**src/design/tcce_pkg.sv**
```systemverilog
package tcce_pkg;

  // Largest accepted glyph magnification.
  localparam int unsigned MAX_SCALE = 3;
  // Widest cell the two-bit scale register can describe.
  localparam int unsigned CELL_W_MAX = 24;

  // Character codes with a meaning of their own.
  localparam logic [7:0] CH_BACKSPACE = 8'd8;
  localparam logic [7:0] CH_TAB       = 8'd9;
  localparam logic [7:0] CH_NEWLINE   = 8'd10;
  localparam logic [7:0] CH_SPACE     = 8'd32;

  // Operation codes on the input channel.
  localparam logic OP_PUT  = 1'b0;
  localparam logic OP_HOME = 1'b1;

  // Configuration register indexes.
  localparam logic CFG_IDX_SCALE = 1'b0;
  localparam logic CFG_IDX_WIDTH = 1'b1;

  // Reset values.
  localparam logic [1:0]  SCALE_RST  = 2'd1;
  localparam logic [11:0] WIDTH_RST  = 12'd1024;
  localparam logic [15:0] CUR_Y_RST  = 16'd16;
  localparam logic [15:0] Y_MAX      = 16'hFFFF;

  // Kind of the item held in the datapath.
  typedef enum logic [2:0] {
    KIND_HOME,
    KIND_NEWLINE,
    KIND_TAB,
    KIND_BACKSPACE,
    KIND_PRINT
  } kind_t;

  // Datapath step issued by the controller.
  typedef enum logic [2:0] {
    DP_NONE,
    DP_HOME,
    DP_NEWLINE,
    DP_SPACE_ADV,
    DP_CHAR_ADV,
    DP_BACKSPACE
  } dp_op_t;

  typedef struct packed {
    logic   load_item;
    dp_op_t op;
    logic   last;
  } dp_cmd_t;

  typedef struct packed {
    kind_t kind;
    logic  tab_fits;
    logic  out_free;
  } dp_stat_t;

  // Residue modulo three of a nine-bit value: base-four digits are summed,
  // since four leaves a remainder of one, then the small sum is reduced.
  function automatic logic [1:0] mod3_9(input logic [8:0] v);
    logic [3:0] s;
    s = 4'(v[1:0]) + 4'(v[3:2]) + 4'(v[5:4]) + 4'(v[7:6]) + 4'(v[8]);
    if (s >= 4'd9) s = s - 4'd9;
    if (s >= 4'd6) s = s - 4'd6;
    if (s >= 4'd3) s = s - 4'd3;
    return s[1:0];
  endfunction

endpackage

```
**src/design/tcce_dpath.sv**
```systemverilog
module tcce_dpath
  import tcce_pkg::*;
#(
  parameter int unsigned TAB_CELLS = 4
) (
  input  logic        clk,
  input  logic        rst_n,
  input  logic        cfg_valid,
  input  logic        cfg_index,
  input  logic [11:0] cfg_data,
  input  logic [31:0] in_tdata,
  input  logic        in_tuser,
  input  logic        out_tready,
  output logic        out_tvalid,
  output logic [63:0] out_tdata,
  output logic        out_tlast,
  input  dp_cmd_t     cmd,
  output dp_stat_t    stat
);

  localparam int unsigned SUM_W = $clog2(4095 + TAB_CELLS * CELL_W_MAX + 1);

  logic [1:0]  scale_r;
  logic [11:0] swidth_r;
  logic [11:0] cur_x_r;
  logic [15:0] cur_y_r;
  logic        item_op_r;
  logic [7:0]  item_char_r;
  logic [23:0] item_color_r;
  logic        out_valid_r;
  logic [7:0]  out_char_r;
  logic [11:0] out_x_r;
  logic [15:0] out_y_r;
  logic [23:0] out_color_r;
  logic        out_last_r;

  logic [4:0]       cell_w;
  logic [5:0]       cell_h;
  logic [12:0]      adv_sum;
  logic [16:0]      nl_sum;
  logic [15:0]      nl_y;
  logic [11:0]      adv_x;
  logic [15:0]      adv_y;
  logic [SUM_W-1:0] tab_span;
  logic [SUM_W-1:0] tab_sum;
  logic [11:0]      wrap_x;
  logic [8:0]       wrap_q;
  logic [1:0]       wrap_m;
  logic [11:0]      wrap_col;
  logic [11:0]      bs_x;
  logic [15:0]      bs_y;
  logic             emit;
  logic [1:0]       scale_wr;

  // Cell geometry follows the scale register.
  assign cell_w = {scale_r, 3'b000};
  assign cell_h = {scale_r, 4'b0000};

  // New line: column zero, row below, saturating at the bottom.
  assign nl_sum = {1'b0, cur_y_r} + 17'(cell_h);
  assign nl_y   = nl_sum[16] ? Y_MAX : nl_sum[15:0];

  // Advance by one cell or wrap onto a new line.
  assign adv_sum = {1'b0, cur_x_r} + 13'(cell_w);
  always_comb begin
    if (adv_sum >= {1'b0, swidth_r}) begin
      adv_x = '0;
      adv_y = nl_y;
    end else begin
      adv_x = adv_sum[11:0];
      adv_y = cur_y_r;
    end
  end

  // A tab fits when all its cells end before the screen width.
  assign tab_span = SUM_W'(TAB_CELLS) * SUM_W'(cell_w);
  assign tab_sum  = SUM_W'(cur_x_r) + tab_span;

  // Last cell-aligned column of a row: floor to a multiple of the cell width.
  // The low three bits always clear, so only the eighth-pixel count needs its
  // residue modulo the scale.
  assign wrap_x = swidth_r - 12'(cell_w);
  assign wrap_q = wrap_x[11:3];
  always_comb begin
    unique case (scale_r)
      2'd2:    wrap_m = {1'b0, wrap_q[0]};
      2'd3:    wrap_m = mod3_9(wrap_q);
      default: wrap_m = 2'd0;
    endcase
  end
  assign wrap_col = {wrap_q - 9'(wrap_m), 3'b000};

  // Backspace target position.
  always_comb begin
    bs_x = cur_x_r;
    bs_y = cur_y_r;
    if (cur_x_r < 12'(cell_w)) begin
      if (cur_y_r >= 16'(cell_h)) begin
        bs_y = cur_y_r - 16'(cell_h);
        bs_x = (swidth_r < 12'(cell_w)) ? 12'd0 : wrap_col;
      end
    end else begin
      bs_x = cur_x_r - 12'(cell_w);
    end
  end

  // Status towards the controller.
  always_comb begin
    stat.tab_fits = (tab_sum < SUM_W'(swidth_r));
    stat.out_free = !out_valid_r || out_tready;
    if (item_op_r == OP_HOME) begin
      stat.kind = KIND_HOME;
    end else begin
      unique case (item_char_r)
        CH_NEWLINE:   stat.kind = KIND_NEWLINE;
        CH_TAB:       stat.kind = KIND_TAB;
        CH_BACKSPACE: stat.kind = KIND_BACKSPACE;
        default:      stat.kind = KIND_PRINT;
      endcase
    end
  end

  assign emit     = (cmd.op == DP_SPACE_ADV) || (cmd.op == DP_CHAR_ADV) ||
                    (cmd.op == DP_BACKSPACE);
  assign scale_wr = cfg_data[1:0];

  // Configuration, cursor and output valid.
  always_ff @(posedge clk) begin
    if (!rst_n) begin
      scale_r     <= SCALE_RST;
      swidth_r    <= WIDTH_RST;
      cur_x_r     <= '0;
      cur_y_r     <= CUR_Y_RST;
      out_valid_r <= 1'b0;
    end else begin
      if (cfg_valid) begin
        if (cfg_index == CFG_IDX_SCALE) begin
          if (scale_wr != 2'd0 && 32'(scale_wr) <= MAX_SCALE) begin
            scale_r <= scale_wr;
          end
        end else begin
          swidth_r <= cfg_data;
        end
      end
      unique case (cmd.op)
        DP_HOME: begin
          cur_x_r <= '0;
          cur_y_r <= '0;
        end
        DP_NEWLINE: begin
          cur_x_r <= '0;
          cur_y_r <= nl_y;
        end
        DP_SPACE_ADV, DP_CHAR_ADV: begin
          cur_x_r <= adv_x;
          cur_y_r <= adv_y;
        end
        DP_BACKSPACE: begin
          cur_x_r <= bs_x;
          cur_y_r <= bs_y;
        end
        default: ;
      endcase
      if (emit) begin
        out_valid_r <= 1'b1;
      end else if (out_tready) begin
        out_valid_r <= 1'b0;
      end
    end
  end

  // Item capture and output payload.
  always_ff @(posedge clk) begin
    if (cmd.load_item) begin
      item_op_r    <= in_tuser;
      item_char_r  <= in_tdata[7:0];
      item_color_r <= in_tdata[31:8];
    end
    if (emit) begin
      out_color_r <= item_color_r;
      out_last_r  <= cmd.last;
      if (cmd.op == DP_BACKSPACE) begin
        out_char_r <= CH_SPACE;
        out_x_r    <= bs_x;
        out_y_r    <= bs_y;
      end else begin
        out_char_r <= (cmd.op == DP_SPACE_ADV) ? CH_SPACE : item_char_r;
        out_x_r    <= cur_x_r;
        out_y_r    <= cur_y_r;
      end
    end
  end

  assign out_tvalid = out_valid_r;
  assign out_tdata  = {4'b0000, out_color_r, out_y_r, out_x_r, out_char_r};
  assign out_tlast  = out_last_r;

endmodule

```
**src/design/tcce_ctrl.sv**
```systemverilog
module tcce_ctrl
  import tcce_pkg::*;
#(
  parameter int unsigned TAB_CELLS = 4
) (
  input  logic     clk,
  input  logic     rst_n,
  input  logic     in_tvalid,
  output logic     in_tready,
  input  dp_stat_t stat,
  output dp_cmd_t  cmd
);

  localparam int unsigned CNT_W = (TAB_CELLS > 1) ? $clog2(TAB_CELLS) : 1;

  typedef enum logic {
    ST_IDLE,
    ST_WORK
  } state_t;

  state_t           state_r;
  logic [CNT_W-1:0] cnt_r;
  logic             done;
  logic             tab_last;
  logic             accept;

  assign tab_last = (cnt_r == CNT_W'(TAB_CELLS - 1));

  // Step selection for the item being worked on.
  always_comb begin
    cmd.op   = DP_NONE;
    cmd.last = 1'b0;
    done     = 1'b0;
    if (state_r == ST_WORK) begin
      unique case (stat.kind)
        KIND_HOME: begin
          cmd.op = DP_HOME;
          done   = 1'b1;
        end
        KIND_NEWLINE: begin
          cmd.op = DP_NEWLINE;
          done   = 1'b1;
        end
        KIND_TAB: begin
          if (cnt_r == '0 && !stat.tab_fits) begin
            cmd.op = DP_NEWLINE;
            done   = 1'b1;
          end else if (stat.out_free) begin
            cmd.op   = DP_SPACE_ADV;
            cmd.last = tab_last;
            done     = tab_last;
          end
        end
        KIND_BACKSPACE: begin
          if (stat.out_free) begin
            cmd.op   = DP_BACKSPACE;
            cmd.last = 1'b1;
            done     = 1'b1;
          end
        end
        default: begin
          if (stat.out_free) begin
            cmd.op   = DP_CHAR_ADV;
            cmd.last = 1'b1;
            done     = 1'b1;
          end
        end
      endcase
    end
    cmd.load_item = in_tvalid && ((state_r == ST_IDLE) || done);
  end

  // A new item may enter in the cycle that finishes the previous one.
  assign in_tready = (state_r == ST_IDLE) || done;
  assign accept    = in_tvalid && in_tready;

  // State and tab cell counter.
  always_ff @(posedge clk) begin
    if (!rst_n) begin
      state_r <= ST_IDLE;
      cnt_r   <= '0;
    end else begin
      if (accept) begin
        state_r <= ST_WORK;
        cnt_r   <= '0;
      end else if (done) begin
        state_r <= ST_IDLE;
      end else if (cmd.op == DP_SPACE_ADV) begin
        cnt_r <= CNT_W'(cnt_r + 1'b1);
      end
    end
  end

endmodule

```
**src/design/text_console_cursor_engine.sv**
```systemverilog
// Channel | Direction | Handshake              | Payload
// in      | input     | in_tvalid / in_tready   | tdata: char, colour; tuser: operation
// out     | output    | out_tvalid / out_tready | tdata: char, x, y, colour; tlast
// cfg     | input     | cfg_valid / cfg_ready   | cfg_index, cfg_data
//
// A printable character or backspace gives one result; a tab that fits gives
// TAB_CELLS results, one per space, paced by the single output register.
// Newline, home and a tab that does not fit give no result.
// The next item is taken in the cycle that finishes the current one.
// Reset (rst_n low at a clock edge) restores scale 1, width 1024, cursor 0,16.
// A stall on the output holds the current item until its results drain.
module text_console_cursor_engine
  import tcce_pkg::*;
#(
  parameter int unsigned TAB_CELLS = 4
) (
  input  logic        clk,
  input  logic        rst_n,
  input  logic        in_tvalid,
  output logic        in_tready,
  input  logic [31:0] in_tdata,   // [7:0] char_code, [31:8] pixel_color
  input  logic        in_tuser,   // [0] operation
  output logic        out_tvalid,
  input  logic        out_tready,
  // [7:0] cell_char, [19:8] cell_x, [35:20] cell_y, [59:36] cell_color, zero fill
  output logic [63:0] out_tdata,
  output logic        out_tlast,  // is_last
  input  logic        cfg_valid,
  output logic        cfg_ready,
  input  logic        cfg_index,
  input  logic [11:0] cfg_data
);

  dp_cmd_t  cmd;
  dp_stat_t stat;

  // Registers are always writable.
  assign cfg_ready = 1'b1;

  tcce_ctrl #(
    .TAB_CELLS(TAB_CELLS)
  ) u_ctrl (
    .clk      (clk),
    .rst_n    (rst_n),
    .in_tvalid(in_tvalid),
    .in_tready(in_tready),
    .stat     (stat),
    .cmd      (cmd)
  );

  tcce_dpath #(
    .TAB_CELLS(TAB_CELLS)
  ) u_dpath (
    .clk       (clk),
    .rst_n     (rst_n),
    .cfg_valid (cfg_valid),
    .cfg_index (cfg_index),
    .cfg_data  (cfg_data),
    .in_tdata  (in_tdata),
    .in_tuser  (in_tuser),
    .out_tready(out_tready),
    .out_tvalid(out_tvalid),
    .out_tdata (out_tdata),
    .out_tlast (out_tlast),
    .cmd       (cmd),
    .stat      (stat)
  );

endmodule

```
**config.mk**
```make
export PLATFORM = sky130hd
export DESIGN_NAME = text_console_cursor_engine
export DESIGN_NICKNAME = d
export VERILOG_FILES = /design/src/design/tcce_pkg.sv /design/src/design/tcce_dpath.sv /design/src/design/tcce_ctrl.sv /design/src/design/text_console_cursor_engine.sv
export SDC_FILE = /design/constraint.sdc
export NUM_CORES = 1
export LEC_CHECK = 0
export ABC_AREA = 0
export ABC_CLOCK_PERIOD_IN_PS = 16900
export BUFFER_PORTS_ARGS = -buffer_cell sky130_fd_sc_hd__buf_4
export CAP_MARGIN = 5
export CORE_UTILIZATION = 40
export CTS_CLUSTER_DIAMETER = 150
export DETAILED_ROUTE_END_ITERATION = 10
export SLEW_MARGIN = 20
export SYNTH_ARGS = -nofsm -noshare
export SYNTH_HDL_FRONTEND = slang
export SYNTH_SLANG_ARGS = --single-unit
export TNS_END_PERCENT = 10
```
**constraint.sdc**
```tcl
create_clock -name clk -period 16.9 [get_ports clk]
set_input_delay 0 -clock clk [delete_from_list [all_inputs] [get_ports clk]]
set_output_delay 0 -clock clk [all_outputs]
set_load 0.05 [all_outputs]
```
==> reports/results.env, run 1 <==
GLOBALPLACE.CONGESTION=0.8899
MAX-CLOCK-PATH-BUFFERS=2
CTS-BUFFERS-INSERTED=17
OVERFLOW=0
DETAILEDROUTE.FIRSTPASSITERATIONCOUNT=10
POST_SYNTH_XOR_AREA_FRACTION_PCT=5.216
DP_CELLS=1035
CLOCK.FMAX_GHz=0.1254
POSTLAYOUTCELLAREA_UM2=9646
DIE_X_UM=139.2
CRIT_BUF_INV=3
FINAL.SETUP_SKEW_NS=0.01648
IO_PINS=119
GRT_START_MAX_NET_PINS=48
SHARE_OF_SYNTHESIZED_CELL_AREA_IN_FULL_ADDER_HALF_ADDER_AND_MAJORITY_CELLS_PCT=10.23
CORE_AREA_UM2=18210
POSTROUTEWIRELENGTH_UM=19190
AREA_SHARE_OF_THE_LARGEST_CELL_TYPE_AFTER_SYNTHESIS_PCT=36.28
POST_SYNTH_NUM_CELL_TYPES=77
ANTENNA_FOUND_INITIAL=0
PLACEMENT.CELL_AREA_UM2=8501
PLACE.PORT_BUFFERS=113
SYN_AREA_PER_CELL_UM2=10.26
SYNTH_TOP_CELLS_BY_AREA='sky130_fd_sc_hd__edfxtp_1 36%, sky130_fd_sc_hd__dfxtp_1 11%, sky130_fd_sc_hd__ha_1 7.3%'
SYNTH.MUX.AREA_FRACTION_PCT=0.5648
FINALNONFILLERCELLS=1121
SYNTH-SIMPLE-AREA-SHARE_PCT=16.54
CTS_TREE='built'
CLK_TRANSITION_REPORTED_PATHS_NS=0.06
VIA_COUNT=6055
FINISH.UTILIZATION_PCT=52.97
POST-CTS-SETUP-BUFFER-COUNT=0
GRT_PASS1_VIAS=6076
HTREEDEPTH=4
YOSYSSEQAREASHARE_PCT=47.71
MIN_PERIOD_OVER_PERIOD_PCT=47.19
DRT.ANTENNA.VIOLATING_NETS=0
WORST_HOLD_MARGIN_NS=0.2897
RSZ0062_AT_GRT='false'
POST-DP-HPWL_UM=13620
TRACK_USAGE_PCT=20.66
LAYOUT-DRIVE-GT1-SHARE_PCT=19.06
CTSROOTBUFFERMASTER='sky130_fd_sc_hd__clkbuf_16'
CLOCK-SINKS=134
YOSYS_REGISTER_BITS=134
DRT-VIAS-PER-INSTANCE=5.401
SYNTH_AREA_UM2=7532
COUNT_OF_FLIP_FLOPS_WITH_A_BUILT_IN_ENABLE_AFTER_SYNTHESIS=91
CRITICAL_PATH_PEAK_FANOUT=11
DRT-WIRELENGTH-PER-CELL_UM=17.11
MAX_STAGE_DELAY_NS=0.68
IR_WORST_VDD_uV=82.10
SYNTHTOLAYOUTAREAGROWTH_PCT=28.06
CRITICAL-PATH-TOP-DELAY-FAMILY='adder cells'
P_PER_AREA_nW_PER_UM2=107.9
GRT_FIRST_PASS_WIRELENGTH_UM=31250
CLOCK_INSERTION_DELAY_WORST_SKEW_NS=0.43
ANTENNADIODECOUNT=0
FINISH_STAGE_SETUP_VIOLS=0
TIMING.CRITICAL_PATH.REQUIRED_NS=17.21
DESIGN.DIE.AREA_UM2=19380
TIMING.MAX_SLEW.REL_SLACK_PCT=37.11
TNS_NS=0
SYNTH_WARNINGS=0
DETAILEDROUTE.FIRSTITERATIONVIOLATIONS=416
CELLLEAKAGEPOWER_nW=3.949
SYNTH_TOP_FLOP_CELL='sky130_fd_sc_hd__edfxtp_1'
SYNTHESIS.INSTANCES=734
MAXCAPVIOLATIONS=0
TIGHTESTPINTRANSITION_NS=0.9412
FINISH.NET_COUNT=985
SYNTH-COMPOUND-AREA-SHARE_PCT=14.44
VIOLATED_CHECKS='design-rule violations'
STARTPOINT_TYPE='register'
TIMING.FINAL.HOLD_VIOLATIONS=0
INITIAL_UTILIZATION_PCT=41.37
CRITICAL_PATH.SLOWEST_CELL='sky130_fd_sc_hd__dfxtp_1'
STATUS='finished, violations left'
HP-CLASS='primary input to register'
SLEW_VIOLATIONS=0
CORE.ROWCOUNT=49
DRC=13
FLOORPLAN.DIE.HEIGHT_UM=139.2
CRIT_PATH_END_KIND='register'
YOSYS.AREA.TOP_TYPE='sky130_fd_sc_hd__edfxtp_1'
TIMING_WORST_SETUP_PATH_TYPE='register to register'
SYNTH_TOP_FAMILY_BY_AREA='simple AND/OR/NAND/NOR gates'
WORST-ENDPOINT-ARRIVAL_NS=8.29
POST_CTS_RESIZE_COUNT=0
YS_ASYNC_SR_FRACTION_PCT=0
WORST_PATH_MOST_REPEATED_CELL='sky130_fd_sc_hd__ha_1'
LAYOUT_MIN_CYCLE_TIME_NS=7.976
-- cell usage in the layout, fill, tap and decap left out, types with 17 or more instances in the layout --
cell type                       Yosys  layout
sky130_fd_sc_hd__dlygate4sd3_1      0      54
sky130_fd_sc_hd__dfxtp_1           43      43
sky130_fd_sc_hd__nand2_1           81      81
sky130_fd_sc_hd__o21ai_0           40      39
sky130_fd_sc_hd__nor3_1            17      17
sky130_fd_sc_hd__edfxtp_1          91      91
sky130_fd_sc_hd__inv_1             42      42
sky130_fd_sc_hd__ha_1              44      44
sky130_fd_sc_hd__buf_4              9     118
sky130_fd_sc_hd__clkbuf_16          0      17
sky130_fd_sc_hd__xnor2_1           26      26
sky130_fd_sc_hd__xor2_1            17      17
sky130_fd_sc_hd__nor2_1            40      39
sky130_fd_sc_hd__a21oi_1           48      48
-- sequential cells by signal, indices dropped and copies added, names as in the netlist, 2 cells and up --
signal	cells
u_ctrl.cnt_r	2
u_dpath.cur_x_r	12
u_dpath.cur_y_r	13
u_dpath.item_char_r	8
u_dpath.item_color_r	24
u_dpath.out_char_r	8
u_dpath.out_color_r	24
u_dpath.out_x_r	12
u_dpath.out_y_r	13
u_dpath.scale_r	2
u_dpath.swidth_r	12
-- routing by layer --
metal	global-route usage (%)	part of all wire, %	wire length [µm]
met1	26.10	44	8364
met2	33.91	49	9317
met3	4.474	5.1	983
met4	9.298	2.7	520
met5	0	0	0
-- final timing paths --
check	cells past startpoint	startpoint	to	slack, ns
max	26	u_dpath.scale_r[1]	u_dpath.cur_x_r[8]	8.92
min	2	in_tdata[15]	u_dpath.item_color_r[7]	0.29
max reg2reg	26	u_dpath.scale_r[1]	u_dpath.cur_x_r[8]	8.92
min reg2reg	0	u_dpath.item_color_r[23]	u_dpath.out_color_r[23]	0.42
-- kinds of logic after synthesis --
kind of cell / after synthesis
compound gates: 166
xor+xnor: 44
fa+ha+maj: 55
buf+inv: 91
flops: 134
mux: 3
other cells: 2
simple gates: 239
-- layout make-up --
type                       count  area [µm²]
clock buffer                  17       425.4
sequential                   134        3593
fill                        1608        8563
multi-input combinational    512        3577
inverter                      42       157.7
timing repair buffer         172        1426
tap                          229       286.5
clock inverter                15       178.9
-- Yosys cell counts, types with 4 or more instances --
cell and number:
sky130_fd_sc_hd__buf_4 9, sky130_fd_sc_hd__fa_1 11, sky130_fd_sc_hd__nor3b_1 4, sky130_fd_sc_hd__nand2_1 81, sky130_fd_sc_hd__nor3_1 17, sky130_fd_sc_hd__clkbuf_1 34
sky130_fd_sc_hd__inv_1 42, sky130_fd_sc_hd__o211a_1 4, sky130_fd_sc_hd__a21o_1 7, sky130_fd_sc_hd__a211oi_1 5, sky130_fd_sc_hd__xor2_1 17, sky130_fd_sc_hd__and2_1 11
sky130_fd_sc_hd__xnor2_1 26, sky130_fd_sc_hd__nand3_1 14, sky130_fd_sc_hd__and3_1 11, sky130_fd_sc_hd__or3_1 5, sky130_fd_sc_hd__o21ai_0 40, sky130_fd_sc_hd__nor2b_1 13
sky130_fd_sc_hd__or2_2 4, sky130_fd_sc_hd__o21bai_1 4, sky130_fd_sc_hd__o2111ai_1 4, sky130_fd_sc_hd__edfxtp_1 91, sky130_fd_sc_hd__nand4_1 5, sky130_fd_sc_hd__o22ai_1 4
sky130_fd_sc_hd__a21oi_1 48, sky130_fd_sc_hd__nand2b_1 8, sky130_fd_sc_hd__a211o_1 4, sky130_fd_sc_hd__a31oi_1 5, sky130_fd_sc_hd__a22oi_1 4, sky130_fd_sc_hd__nor2_1 40
sky130_fd_sc_hd__ha_1 44, sky130_fd_sc_hd__o211ai_1 6, sky130_fd_sc_hd__dfxtp_1 43
-- repair_timing --
item	4_1_cts	5_1_grt
endpoints found under the setup margin	0	0
hold endpoints to repair	54	0
hold buffers	54	0
-- per-stage QoR --
| step | setup slack, ns | power [W] |
|---|---|---|
| finish | 8.924 | 0.001041 |
| CTS | 8.918 | 0.001045 |
| global placement | 9.210 | 0.0006412 |
| detailed placement | 8.977 | 0.0006557 |
| floorplan | 9.786 | 0.0005928 |
| global route | 8.518 | 0.001096 |
-- report_power, final --
group | total, W | leakage (nW) | switching (W) | internal [W]
registers | 0.000372 | 1.21 | 0.00000880 | 0.000363
clock network | 0.000377 | 0.295 | 0.000165 | 0.000212
logic | 0.000292 | 2.45 | 0.000165 | 0.000127
(Power assumes the default switching activity.)
==> inputs of run 2 (changes only) <==
- ABC_AREA: 0 -> 1
- ABC_CLOCK_PERIOD_IN_PS: 16900 -> 8100
- clock period: 16.9 -> 8.1 ns (I/O delays scaled with it)
==> reports/results.env, run 2 <==
CTSROOTBUFFERMASTER='sky130_fd_sc_hd__clkbuf_16'
GRT_PASS1_VIAS=5834  # -4.0%
FLOORPLAN.DIE.HEIGHT_UM=140.8  # +1.1%
CTS_TREE='built'
WORST-ENDPOINT-ARRIVAL_NS=7.14  # -1.15 ns
CRIT_PATH_END_KIND='register'
POSTROUTEWIRELENGTH_UM=17990  # -6.2%
CORE.ROWCOUNT=50  # +2.0%
RSZ0062_AT_GRT='false'
LAYOUT-DRIVE-GT1-SHARE_PCT=16.15  # -2.9 points
POST_CTS_RESIZE_COUNT=0  # unchanged
CELLLEAKAGEPOWER_nW=4.626  # +17%
P_PER_AREA_nW_PER_UM2=226.6  # +110%
CTS_HOLD_BUFFERS=49  # -9.3%
MOSTFREQUENTLAYOUTCELLS='204 x sky130_fd_sc_hd__nand2_1, 131 x sky130_fd_sc_hd__inv_1, 116 x sky130_fd_sc_hd__buf_4, 91 x sky130_fd_sc_hd__edfxtp_1, 86 x sky130_fd_sc_hd__nor2_1'
POST-CTS-SETUP-BUFFER-COUNT=0  # unchanged
SYNTHESIS.INSTANCES=901  # +23%
TRACK_USAGE_PCT=18.80  # -1.9 points
HP-CLASS='primary input to register'
DRT.ANTENNA.VIOLATING_NETS=0  # unchanged
MAX-CLOCK-PATH-BUFFERS=2  # unchanged
SYNTH_WARNINGS=0  # unchanged
COUNT_OF_FLIP_FLOPS_WITH_A_BUILT_IN_ENABLE_AFTER_SYNTHESIS=91  # unchanged
DRC=0  # -13
MIN_PERIOD_OVER_PERIOD_PCT=83.70  # +37 points
MAXCAPVIOLATIONS=0  # unchanged
HTREEDEPTH=4  # unchanged
TIMING.CRITICAL_PATH.REQUIRED_NS=8.46  # -8.75 ns
DETAILEDROUTE.FIRSTITERATIONVIOLATIONS=383  # -7.9%
IO_PINS=119  # unchanged
ANTENNADIODECOUNT=0  # unchanged
YOSYSSEQAREASHARE_PCT=46.66  # -1.0 points
SYNTH_CELL_COUNT_LEADERS='205 x sky130_fd_sc_hd__nand2_1, 131 x sky130_fd_sc_hd__inv_1, 91 x sky130_fd_sc_hd__edfxtp_1, 86 x sky130_fd_sc_hd__nor2_1, 66 x sky130_fd_sc_hd__o21ai_0'
TIMING_WORST_SETUP_PATH_TYPE='register to register'
STARTPOINT_TYPE='register'
DIE_X_UM=140.8  # +1.1%
YOSYS_REGISTER_BITS=134  # unchanged
TIGHTESTPINTRANSITION_NS=0.7302  # -0.2109 ns
PLACE.PORT_BUFFERS=113  # unchanged
ANTENNA_FOUND_INITIAL=0  # unchanged
FINISH_STAGE_SETUP_VIOLS=0  # unchanged
CLOCK-SINKS=134  # unchanged
CRITICAL_PATH.SLOWEST_CELL='sky130_fd_sc_hd__dfxtp_1'
DRT-VIAS-PER-INSTANCE=4.800  # -11%
DP_CELLS=1224  # +18%
MAX_STAGE_DELAY_NS=0.60  # -0.08 ns
TIMING.FINAL.HOLD_VIOLATIONS=0  # unchanged
GRT_START_MAX_NET_PINS=54  # +13%
CORE_AREA_UM2=18770  # +3.1%
TIMING.MAX_SLEW.REL_SLACK_PCT=51.16  # +14 points
INITIAL_UTILIZATION_PCT=41.03  # -0.33 points
CLOCK.FMAX_GHz=0.1475  # +18%
POST-DP-HPWL_UM=13060  # -4.1%
SLEW_VIOLATIONS=0  # unchanged
REG.LARGEST.LIST='u_dpath.item_color_r (24), u_dpath.out_color_r (24)'
STATUS='completed'
SYN_AREA_PER_CELL_UM2=8.547  # -17%
CLK_TRANSITION_REPORTED_PATHS_NS=0.06  # about the same
POWER.TOTAL_W=0.002215  # +110%
LAYOUT_MIN_CYCLE_TIME_NS=6.779  # -1.196 ns
CRITICAL_PATH_PEAK_FANOUT=10  # -1
YS_ASYNC_SR_FRACTION_PCT=0  # unchanged
POST_SYNTH_NUM_CELL_TYPES=43  # -44%
GLOBALPLACE.CONGESTION=0.8906  # about the same
AREA_SHARE_OF_THE_LARGEST_CELL_TYPE_AFTER_SYNTHESIS_PCT=35.48  # -0.80 points
FINISH.NET_COUNT=1164  # +18%
FINALNONFILLERCELLS=1305  # +16%
YOSYS.AREA.TOP_TYPE='sky130_fd_sc_hd__edfxtp_1'
CTS-BUFFERS-INSERTED=17  # unchanged
IR_WORST_VDD_uV=151.1  # +84%
FINAL.SETUP_SKEW_NS=0.008664  # -0.007814 ns
SYNTH_AREA_UM2=7701  # +2.2%
SYNTH_TOP_FLOP_CELL='sky130_fd_sc_hd__edfxtp_1'
VIA_COUNT=6264  # +3.5%
DETAILEDROUTE.FIRSTPASSITERATIONCOUNT=5  # -5
LIBRARY_CELL_WITH_THE_HIGHEST_INSTANCE_COUNT_AFTER_SYNTHESIS='sky130_fd_sc_hd__nand2_1'
OVERFLOW=0  # unchanged
SYNTHTOLAYOUTAREAGROWTH_PCT=26.94
FINAL_COMMON_CELL='sky130_fd_sc_hd__nand2_1'
SYNTH_TOP_CELLS_BY_AREA='sky130_fd_sc_hd__edfxtp_1 35%, sky130_fd_sc_hd__dfxtp_1 11%, sky130_fd_sc_hd__nand2_1 10%'
GRT_FIRST_PASS_WIRELENGTH_UM=28970  # -7.3%
DRT-WIRELENGTH-PER-CELL_UM=13.79  # -19%
CLOCK_INSERTION_DELAY_WORST_SKEW_NS=0.42  # about the same
TNS_NS=0  # unchanged
DESIGN.DIE.AREA_UM2=19810  # +2.2%
[run 2: changes by cell type after synthesis, moves of 13 or more]
cell	change
sky130_fd_sc_hd__nand3_1	+39
sky130_fd_sc_hd__nor2_1	+46
sky130_fd_sc_hd__nor2b_1	-13
sky130_fd_sc_hd__xnor2_1	-22
sky130_fd_sc_hd__clkbuf_1	-23
sky130_fd_sc_hd__o21ai_0	+26
sky130_fd_sc_hd__nand2_1	+124
sky130_fd_sc_hd__inv_1	+89
[run 2: kinds of logic (layout without fill, tap and decap cells)]
family,Yosys count,count (layout),share of synthesized area [%]
other,2,5,0.09752
xor gates and xnor gates,32,32,3.639
AOI/OAI and AO/OA,118,118,8.059
buffers and inverters,166,333,9.049
adders and majority gates,55,55,10.01
DFF,134,134,46.66
and+or+nand+nor,394,394,22.49
[run 2: critical path: cells and delay by family, from the launching register on]
kind / cells / cell delay [ns]
compound gates: 4 / 0.82
buf+inv: 10 / 0.82
flops: 1 / 0.60
simple gates: 19 / 1.69
fa+ha+maj: 7 / 2.57
xor+xnor: 1 / 0.20
[run 2: area by class of cell]
class | count | area (µm²)
clock buffers | 17 | 425.4
inverters | 136 | 510.5
multi-input cells | 604 | 3425
well taps | 234 | 292.8
clock inverters | 15 | 167.7
repair buffers | 165 | 1361
fillers | 1740 | 8992
flip-flops and latches | 134 | 3593
[run 2: where the power goes]
group	internal, W	switching [W]
logic	0.000249	0.000407
clock network	0.000462	0.000312
registers	0.000767	0.0000189
[run 2: path summary, 6_finish.rpt]
check / start / end / slack [ns] / cells after the start
worst max register to register: u_dpath.scale_r[1] / u_dpath.cur_x_r[8] / 1.32 / 41
worst min register to register: u_dpath.item_color_r[22] / u_dpath.out_color_r[22] / 0.42 / 0
worst min-delay path: rst_n / u_dpath.cur_y_r[4] / 0.01 / 2
worst max-delay path: u_dpath.scale_r[1] / u_dpath.cur_x_r[8] / 1.32 / 41
[run 2: routing by layer]
| metal | track usage, % | up-vias | wire (µm) |
|---|---|---|---|
| met3 | 3.533 | 23 | 1024 |
| met5 | 0 | - | 0 |
| met2 | 29.22 | 203 | 7888 |
| met4 | 7.094 | 0 | 320 |
| met1 | 26.01 | 2802 | 8757 |
| li1 | - | 3236 | - |
[run 2: through the flow]
step	area [µm²]	setup slack (ns)	utilization, %	hold slack, ns
after floorplan	7712	1.933	-	0.09887
after global routing	9776	0.6578	52.09	0.03824
after CTS	9776	1.320	52.09	0.01322
final	9776	1.321	52.09	0.01133
after detailed placement	8692	1.339	46.31	0.1799
after global placement	8692	1.488	46.31	0.1782
